`config.mk`:
```
export PLATFORM = sky130hd
export DESIGN_NAME = text_integer_scanner
export DESIGN_NICKNAME = d
export VERILOG_FILES = /design/src/hw/rtl/tis_pkg.sv /design/src/hw/rtl/text_integer_scanner.sv /design/src/hw/rtl/tis_scan.sv /design/src/hw/rtl/tis_out_buf.sv
export SDC_FILE = /design/constraint.sdc
export NUM_CORES = 1
export LEC_CHECK = 0
export CORE_ASPECT_RATIO = 1.4
export CORE_MARGIN = 1.5
export CORE_UTILIZATION = 50
export DETAILED_ROUTE_END_ITERATION = 7
export DONT_BUFFER_PORTS = 1
export PLACE_DENSITY = 0.67
export SLEW_MARGIN = 25
export SYNTH_ARGS = -nofsm -noshare
export SYNTH_HDL_FRONTEND = slang
export SYNTH_SLANG_ARGS = --single-unit
```
`constraint.sdc`:
```
create_clock -name clk -period 7.8 [get_ports clk]
set_input_delay 0.39 -clock clk [delete_from_list [all_inputs] [get_ports clk]]
set_output_delay 0.39 -clock clk [all_outputs]
set_load 0.02 [all_outputs]
```
`src/hw/rtl/tis_pkg.sv`:
```
// ----------------------------------------------------------------------------
// tis_pkg
// Shared types and constants for the text integer scanner.
// ----------------------------------------------------------------------------
package tis_pkg;

    // Scan phases.
    localparam logic [2:0] PH_SPACE  = 3'd0;
    localparam logic [2:0] PH_SIGNED = 3'd1;
    localparam logic [2:0] PH_ZERO   = 3'd2;
    localparam logic [2:0] PH_HEX    = 3'd3;
    localparam logic [2:0] PH_DEC    = 3'd4;

    // Character codes.
    localparam logic [7:0] CH_SPACE  = 8'h20;
    localparam logic [7:0] CH_CR     = 8'h0D;
    localparam logic [7:0] CH_LF     = 8'h0A;
    localparam logic [7:0] CH_TAB    = 8'h09;
    localparam logic [7:0] CH_MINUS  = 8'h2D;
    localparam logic [7:0] CH_PLUS   = 8'h2B;
    localparam logic [7:0] CH_DOLLAR = 8'h24;
    localparam logic [7:0] CH_ZERO   = 8'h30;
    localparam logic [7:0] CH_ONE    = 8'h31;
    localparam logic [7:0] CH_NINE   = 8'h39;
    localparam logic [7:0] CH_X      = 8'h78;
    localparam logic [7:0] CH_LC_A   = 8'h61;
    localparam logic [7:0] CH_LC_F   = 8'h66;
    localparam logic [7:0] CH_UC_A   = 8'h41;
    localparam logic [7:0] CH_UC_F   = 8'h46;

    localparam logic [15:0] LEN_MAX  = 16'hFFFF;

    // One finished scan.
    typedef struct packed {
        logic               ok;
        logic signed [31:0] value;
        logic [15:0]        length;
    } tis_result_t;

endpackage

```
`src/hw/rtl/text_integer_scanner.sv`:
```
// ----------------------------------------------------------------------------
// text_integer_scanner
// Parses a signed decimal or hex integer from a stream of ASCII characters.
// ----------------------------------------------------------------------------
// One character word is taken per clock, back to back, and a result word is
// produced for the character that ends a number (that character is not
// counted). Leading space, CR, LF and tab are skipped, then an optional sign,
// then either "$" or "0x" for hex digits (either case) or plain decimal digits.
// Each character is held in the input register, where the whole parse step is
// done, and the result of a terminating character is then registered in a
// two-entry output buffer, whose main entry drives out_valid until the word is
// taken with out_stall low. The input stalls
// only when a terminating character meets a full output buffer.
// ok is 0 when no digit was seen, and value and length are then 0; value wraps
// modulo 2^32 and length saturates at 65535.
module text_integer_scanner
(
    input  logic               clk,
    input  logic               rst_n,
    input  logic               in_valid,
    output logic               in_stall,
    input  logic [7:0]         char_code,
    output logic               out_valid,
    input  logic               out_stall,
    output logic               ok,
    output logic signed [31:0] value,
    output logic [15:0]        length
);
    import tis_pkg::*;

    logic        res_ready;
    logic        res_push;
    tis_result_t res;
    tis_result_t out_data;

    tis_scan u_scan
    (
        .clk       (clk),
        .rst_n     (rst_n),
        .in_valid  (in_valid),
        .in_stall  (in_stall),
        .char_code (char_code),
        .res_ready (res_ready),
        .res_push  (res_push),
        .res       (res)
    );

    tis_out_buf u_out_buf
    (
        .clk       (clk),
        .rst_n     (rst_n),
        .push      (res_push),
        .push_data (res),
        .ready     (res_ready),
        .out_valid (out_valid),
        .out_stall (out_stall),
        .out_data  (out_data)
    );

    assign ok     = out_data.ok;
    assign value  = out_data.value;
    assign length = out_data.length;

endmodule

```
`src/hw/rtl/tis_scan.sv`:
```
// ----------------------------------------------------------------------------
// tis_scan
// Input register, scan state and the per-character parse step.
// ----------------------------------------------------------------------------
module tis_scan
(
    input  logic                 clk,
    input  logic                 rst_n,
    input  logic                 in_valid,
    output logic                 in_stall,
    input  logic [7:0]           char_code,
    input  logic                 res_ready,
    output logic                 res_push,
    output tis_pkg::tis_result_t res
);
    import tis_pkg::*;

    logic        in_valid_reg;
    logic [7:0]  char_reg;

    logic [2:0]  phase_reg,  phase_next;
    logic [31:0] acc_reg,    acc_next;
    logic        neg_reg,    neg_next;
    logic        seen_reg,   seen_next;
    logic [15:0] cnt_reg,    cnt_next;

    logic        emit;
    logic        fire;
    logic        accept;

    logic [2:0]  ph;
    logic [31:0] acc_eff;
    logic        seen_eff;
    logic        finish;
    logic        count;
    logic        is_dec;
    logic        is_hex;
    logic [3:0]  hex_val;
    logic [15:0] cnt_inc;

    assign is_dec = (char_reg >= CH_ZERO) && (char_reg <= CH_NINE);

    always_comb
    begin
        is_hex  = 1'b1;
        hex_val = 4'd0;
        if (is_dec)
        begin
            hex_val = 4'(char_reg - CH_ZERO);
        end
        else if ((char_reg >= CH_LC_A) && (char_reg <= CH_LC_F))
        begin
            hex_val = 4'(char_reg - CH_LC_A + 8'd10);
        end
        else if ((char_reg >= CH_UC_A) && (char_reg <= CH_UC_F))
        begin
            hex_val = 4'(char_reg - CH_UC_A + 8'd10);
        end
        else
        begin
            is_hex = 1'b0;
        end
    end

    assign cnt_inc = (cnt_reg == LEN_MAX) ? cnt_reg : cnt_reg + 16'd1;

    // Follows the phases in order; a character can fall through from
    // whitespace to the post-sign phase and from a held zero to decimal digits.
    always_comb
    begin
        ph         = phase_reg;
        acc_eff    = acc_reg;
        seen_eff   = seen_reg;
        finish     = 1'b0;
        count      = 1'b0;
        phase_next = phase_reg;
        acc_next   = acc_reg;
        neg_next   = neg_reg;
        seen_next  = seen_reg;

        if (ph == PH_SPACE)
        begin
            if ((char_reg == CH_SPACE) || (char_reg == CH_CR) ||
                (char_reg == CH_LF) || (char_reg == CH_TAB))
            begin
                count = 1'b1;
            end
            else if (char_reg == CH_MINUS)
            begin
                neg_next   = 1'b1;
                phase_next = PH_SIGNED;
                count      = 1'b1;
            end
            else if (char_reg == CH_PLUS)
            begin
                phase_next = PH_SIGNED;
                count      = 1'b1;
            end
            else
            begin
                ph = PH_SIGNED;
            end
        end

        if (!count)
        begin
            unique case (ph)
                PH_SPACE:
                begin
                    finish = 1'b0;
                end
                PH_SIGNED:
                begin
                    if (char_reg == CH_DOLLAR)
                    begin
                        phase_next = PH_HEX;
                        count      = 1'b1;
                    end
                    else if (char_reg == CH_ZERO)
                    begin
                        phase_next = PH_ZERO;
                        count      = 1'b1;
                    end
                    else if ((char_reg >= CH_ONE) && (char_reg <= CH_NINE))
                    begin
                        acc_next   = {28'd0, hex_val};
                        seen_next  = 1'b1;
                        phase_next = PH_DEC;
                        count      = 1'b1;
                    end
                    else
                    begin
                        finish = 1'b1;
                    end
                end
                PH_ZERO:
                begin
                    if (char_reg == CH_X)
                    begin
                        phase_next = PH_HEX;
                        count      = 1'b1;
                    end
                    else
                    begin
                        // The held zero becomes a decimal digit.
                        acc_eff    = 32'd0;
                        seen_eff   = 1'b1;
                        seen_next  = 1'b1;
                        phase_next = PH_DEC;
                        if (is_dec)
                        begin
                            acc_next = {28'd0, hex_val};
                            count    = 1'b1;
                        end
                        else
                        begin
                            finish = 1'b1;
                        end
                    end
                end
                PH_HEX:
                begin
                    if (is_hex)
                    begin
                        acc_next  = {acc_reg[27:0], hex_val};
                        seen_next = 1'b1;
                        count     = 1'b1;
                    end
                    else
                    begin
                        finish = 1'b1;
                    end
                end
                PH_DEC:
                begin
                    if (is_dec)
                    begin
                        acc_next  = (acc_reg << 3) + (acc_reg << 1) + {28'd0, hex_val};
                        seen_next = 1'b1;
                        count     = 1'b1;
                    end
                    else
                    begin
                        finish = 1'b1;
                    end
                end
                default:
                begin
                    finish = 1'b1;
                end
            endcase
        end

        cnt_next = count ? cnt_inc : cnt_reg;

        if (finish)
        begin
            phase_next = PH_SPACE;
            acc_next   = 32'd0;
            neg_next   = 1'b0;
            seen_next  = 1'b0;
            cnt_next   = 16'd0;
        end
    end

    always_comb
    begin
        res.ok     = seen_eff;
        res.value  = 32'sd0;
        res.length = 16'd0;
        if (seen_eff)
        begin
            res.value  = neg_reg ? -$signed(acc_eff) : $signed(acc_eff);
            res.length = cnt_reg;
        end
    end

    assign emit     = finish;
    assign fire     = in_valid_reg && (!emit || res_ready);
    assign res_push = in_valid_reg && emit && res_ready;
    assign in_stall = in_valid_reg && !fire;
    assign accept   = in_valid && !in_stall;

    always_ff @(posedge clk or negedge rst_n)
    begin
        if (!rst_n)
        begin
            in_valid_reg <= 1'b0;
            phase_reg    <= PH_SPACE;
            acc_reg      <= 32'd0;
            neg_reg      <= 1'b0;
            seen_reg     <= 1'b0;
            cnt_reg      <= 16'd0;
        end
        else
        begin
            if (accept)
            begin
                in_valid_reg <= 1'b1;
            end
            else if (fire)
            begin
                in_valid_reg <= 1'b0;
            end
            if (fire)
            begin
                phase_reg <= phase_next;
                acc_reg   <= acc_next;
                neg_reg   <= neg_next;
                seen_reg  <= seen_next;
                cnt_reg   <= cnt_next;
            end
        end
    end

    always_ff @(posedge clk)
    begin
        if (accept)
        begin
            char_reg <= char_code;
        end
    end

endmodule

```
`src/hw/rtl/tis_out_buf.sv`:
```
// ----------------------------------------------------------------------------
// tis_out_buf
// Result register with a skid entry so the scanner keeps running while a
// result waits on the output.
// ----------------------------------------------------------------------------
module tis_out_buf
(
    input  logic                 clk,
    input  logic                 rst_n,
    input  logic                 push,
    input  tis_pkg::tis_result_t push_data,
    output logic                 ready,
    output logic                 out_valid,
    input  logic                 out_stall,
    output tis_pkg::tis_result_t out_data
);
    import tis_pkg::*;

    logic        main_valid_reg, main_valid_next;
    logic        skid_valid_reg, skid_valid_next;
    tis_result_t main_reg,       main_next;
    tis_result_t skid_reg,       skid_next;
    logic        pop;

    assign pop       = main_valid_reg && !out_stall;
    assign ready     = !skid_valid_reg;
    assign out_valid = main_valid_reg;
    assign out_data  = main_reg;

    // A push only arrives while the skid entry is empty.
    always_comb
    begin
        main_valid_next = main_valid_reg;
        skid_valid_next = skid_valid_reg;
        main_next       = main_reg;
        skid_next       = skid_reg;
        if (pop)
        begin
            if (skid_valid_reg)
            begin
                main_next       = skid_reg;
                skid_valid_next = 1'b0;
            end
            else
            begin
                main_next       = push_data;
                main_valid_next = push;
            end
        end
        else if (push)
        begin
            if (!main_valid_reg)
            begin
                main_next       = push_data;
                main_valid_next = 1'b1;
            end
            else
            begin
                skid_next       = push_data;
                skid_valid_next = 1'b1;
            end
        end
    end

    always_ff @(posedge clk or negedge rst_n)
    begin
        if (!rst_n)
        begin
            main_valid_reg <= 1'b0;
            skid_valid_reg <= 1'b0;
        end
        else
        begin
            main_valid_reg <= main_valid_next;
            skid_valid_reg <= skid_valid_next;
        end
    end

    always_ff @(posedge clk)
    begin
        main_reg <= main_next;
        skid_reg <= skid_next;
    end

endmodule
```
==> results by group <==
Synth
  • Syn_nets: 1,075
  • EDFF count, synth: 106
  • Post-synth cell types: 75
  • Cells after synthesis: approximately 1,000
  • Yosys Warn Count: 0
  • Mapped cell area: 10,040 um^2
  • Post-synth top flop: edfxtp_1
  • Post-synthesis sequential area ratio: 45.64%
  • Post-synthesis register bit count: 162
  • Syn avg cell area: 10.08 um^2
  • Share of async-settable or async-resettable flops after synthesis: 34.57%

Placed design
  • Port Buffer Count: 0
  • Placer congestion estimate: 0.8937
  • Placed cell area: 10,200 um^2
  • DPL Wire Length: 15,760 um
  • Pre-CTS setup slack: 2.747 ns

Timing
  • Final min period: 5.048 ns
  • Max-slew headroom: between 40 and 50%
  • Least-Margin Pin Slew: 0.8937 ns
  • Fmax: 198.1 MHz
  • Period utilisation layout: 64.72%
  • Unrepaired setup endpoints after global routing: false
  • Max-slew violation total from the final report: 0
  • Setup slack after layout: ~2.8 ns
  • Clock Skews: 0.01081 ns
  • Final Setup Violations: 0
  • Setup TNS: 0 ns
  • Final Hold Viols: 0

Finish
  • Multi-input gate area: 5215 um^2
  • ANT cells: 0
  • Layout Area Growth over Synthesis: 8.395%
  • FF+latch area: 4584 um^2
  • Commonest non-fill, non-tap cells in the layout: 127 x nand2_1, 106 x edfxtp_1, 74 x nor2_1, 68 x o21ai_0, 65 x ha_1
  • Final net count: ~1,100
  • Final instance area: 10,890 um^2
  • Utilization after layout: approximately 55%
  • Fill count: 1,682
  • Fraction of layout cells with a size suffix above 1: 9.442%
  • Commonest non-fill, non-tap cell in the layout: nand2_1

Floorplanning
  • I/O Pins: 63
  • Die height: roughly 170 um
  • Core area: 19,770 um^2
  • Core Rows: 61
  • Starting density of the core: 50.81%
  • Die span in x: 122.8 um
  • Die area: around 21,000 um^2

GRT
  • Largest net degree at the start of global routing: 57
  • First-pass GRT wire length: 36,760 um
  • M2 GR Usage: 36.43%
  • Tot GR Track Use: 21.92%
  • Routing usage on met1: about 30%
  • Grt ovf: 0
  • Routing usage on met3: 3.033%
  • Most Crowded Layer GR: met2
  • Vias in the first global route: 7,249
  • Initial antenna violation count: 0

Clock tree
  • CTS buffer count: 17
  • Post-CTS Setup Inserts: 0
  • H-tree depth: 4
  • Clk sink count: between 150 and 200
  • CTS tree: built
  • Clk buf depth: 2
  • CTS Root Cell: clkbuf_16
  • Worst skew pair latency: ~0.43 ns
  • Clock Pin Slew Worst Setup and Hold Paths: 0.07 ns

Detailed routing
  • Final ANT Viol Nets: 0
  • Wirelength per Cell: 18.04 um
  • Vias/cell: just over 6
  • DRC: 0
  • DR vias: 7,547
  • First-pass detailed-route iteration total: 5
  • Drt first-iter violations: 690
  • Post-Route WL: 22,310 um

Power and ir drop
  • Combinational Power Share: 22.7%
  • Leakage: between 4 and 5 nW
  • Switching power: 0.001105 W
  • Net Sw Frac: a little under two fifths
  • Peak supply drop: 0.1624 mV
  • Internal: roughly 0.0019 W
  • Clock share of power: 30.2%
  • Seq pwr share: around 47%
  • Pwr/cell area: around 270 nW/um^2

Worst setup path
  • R2R cell count: 17
  • Reg2reg setup slack: 2.75 ns
  • Worst EP arrival: 5.36 ns
  • Top fanout value on the critical path: 9
  • Crit end category: flip-flop
  • CP required: 8.11 ns
  • Reg-to-Reg End: u_scan.acc_reg[26]
  • Crit Path Category: reg2reg
  • Type of origin of the critical path: flip-flop
  • RR Startpoint: u_scan.char_reg[1]

Hold path
  • Hold WC Path Type: in2reg
  • Worst hold stages: 0
  • WHS Endpoint: u_scan.char_reg[4]
  • Min-delay src: char_code[4]

Status
  • Status: finished, final reports clean

Flow run
  • MaxCap Viol Count: 0
[Yosys cell counts (all sizes together) (17+ instances only)]
library cell | count | share of area (%)
nand2 | 128 | 4.8
edfxtp | 106 | 32
nor2 | 75 | 2.8
o21ai | 69 | 3.4
ha | 65 | 8.1
a21oi | 58 | 2.9
dfrtp | 56 | 14
clkbuf | 39 | 1.5
mux2 | 36 | 4.0
and2 | 23 | 1.4
nand3 | 23 | 1.1
a21o | 22 | 1.6
a22oi | 20 | 1.5
xor2 | 20 | 1.7
o31ai | 18 | 1.3
xnor2 | 17 | 1.5
[power by group through the flow]
| stage | clock (W) | combinational (W) | sequential (W) |
|---|---|---|---|
| 2_1_floorplan | 0 | 0.000548 | 0.00137 |
| 3_3_place_gp | 0 | 0.000657 | 0.00142 |
| 4_1_cts | 0.000908 | 0.000680 | 0.00141 |
| 3_5_place_dp | 0 | 0.000665 | 0.00143 |
| 5_1_grt | 0.000940 | 0.000754 | 0.00144 |
| 6_report | 0.000901 | 0.000677 | 0.00141 |
[worst max-delay path: stages, from the launching register on]
cell       delay (ns)
edfxtp_1         0.45
inv_1            0.13
ha_1             0.28
o21bai_1         0.11
a21oi_1          0.52
o21ai_0          0.17
o21ai_0          0.15
ha_1             0.29
ha_1             0.24
fa_1             0.43
a211oi_1         0.35
o21bai_1         0.17
o211a_1          0.32
a2111oi_0        0.56
nor2_1           0.18
a41o_1           0.27
a211oi_1         0.20
o21ai_0          0.11
[how the worst max path moves through the flow]
stage / endpoint / cells after the start / from
after global routing: u_scan.acc_reg[26] / 17 / u_scan.char_reg[1]
after global placement: u_out_buf.skid_reg[45] / 8 / u_scan.char_reg[2]
after CTS: u_scan.acc_reg[26] / 17 / u_scan.char_reg[1]
final: u_scan.acc_reg[26] / 17 / u_scan.char_reg[1]
after detailed placement: u_scan.acc_reg[26] / 17 / u_scan.char_reg[1]
after floorplan: u_out_buf.out_data[0] / 9 / u_scan.char_reg[0]
[through the flow]
step           instances  total power (W)  hold WS [ns]
2_1_floorplan        996         0.001918       0.09441
3_3_place_gp        1203         0.002076       0.09602
3_5_place_dp        1203         0.002091       0.09614
4_1_cts             1237         0.002997       0.04353
5_1_grt             1237         0.003129       0.04564
6_report            1237         0.002985       0.05484
[kinds of logic after synthesis]
kind of cell	synth area share (%)
AND/OR/NAND/NOR	16.82
AO/OA/AOI/OAI	18.51
flip-flops	45.64
adder cells (fa/ha/maj)	8.495
buffers and inverters	2.678
multiplexers	4.634
XOR/XNOR	3.226
[layout make-up]
cell class | instances | area share (%)
sequential | 162 | 42.11
timing repair buffer | 8 | 0.7584
inverter | 14 | 0.4826
clock inverter | 15 | 1.954
tap | 252 | 2.896
multi-input combinational | 769 | 47.90
clock buffer | 17 | 3.907
[per-layer routing]
| metal | part of all wire, % | wire [um] |
|---|---|---|
| met1 | 46 | 10330 |
| met2 | 49 | 10930 |
| met3 | 3.1 | 689 |
| met4 | 1.6 | 361 |
| met5 | 0 | 0 |
[repair_timing]
item,CTS,global route
endpoints found under the hold margin,56,0
resized for setup,0,0
endpoints found under the setup margin,0,0
hold buffers,2,0
Note: power is estimated with default switching activity, not from simulation.
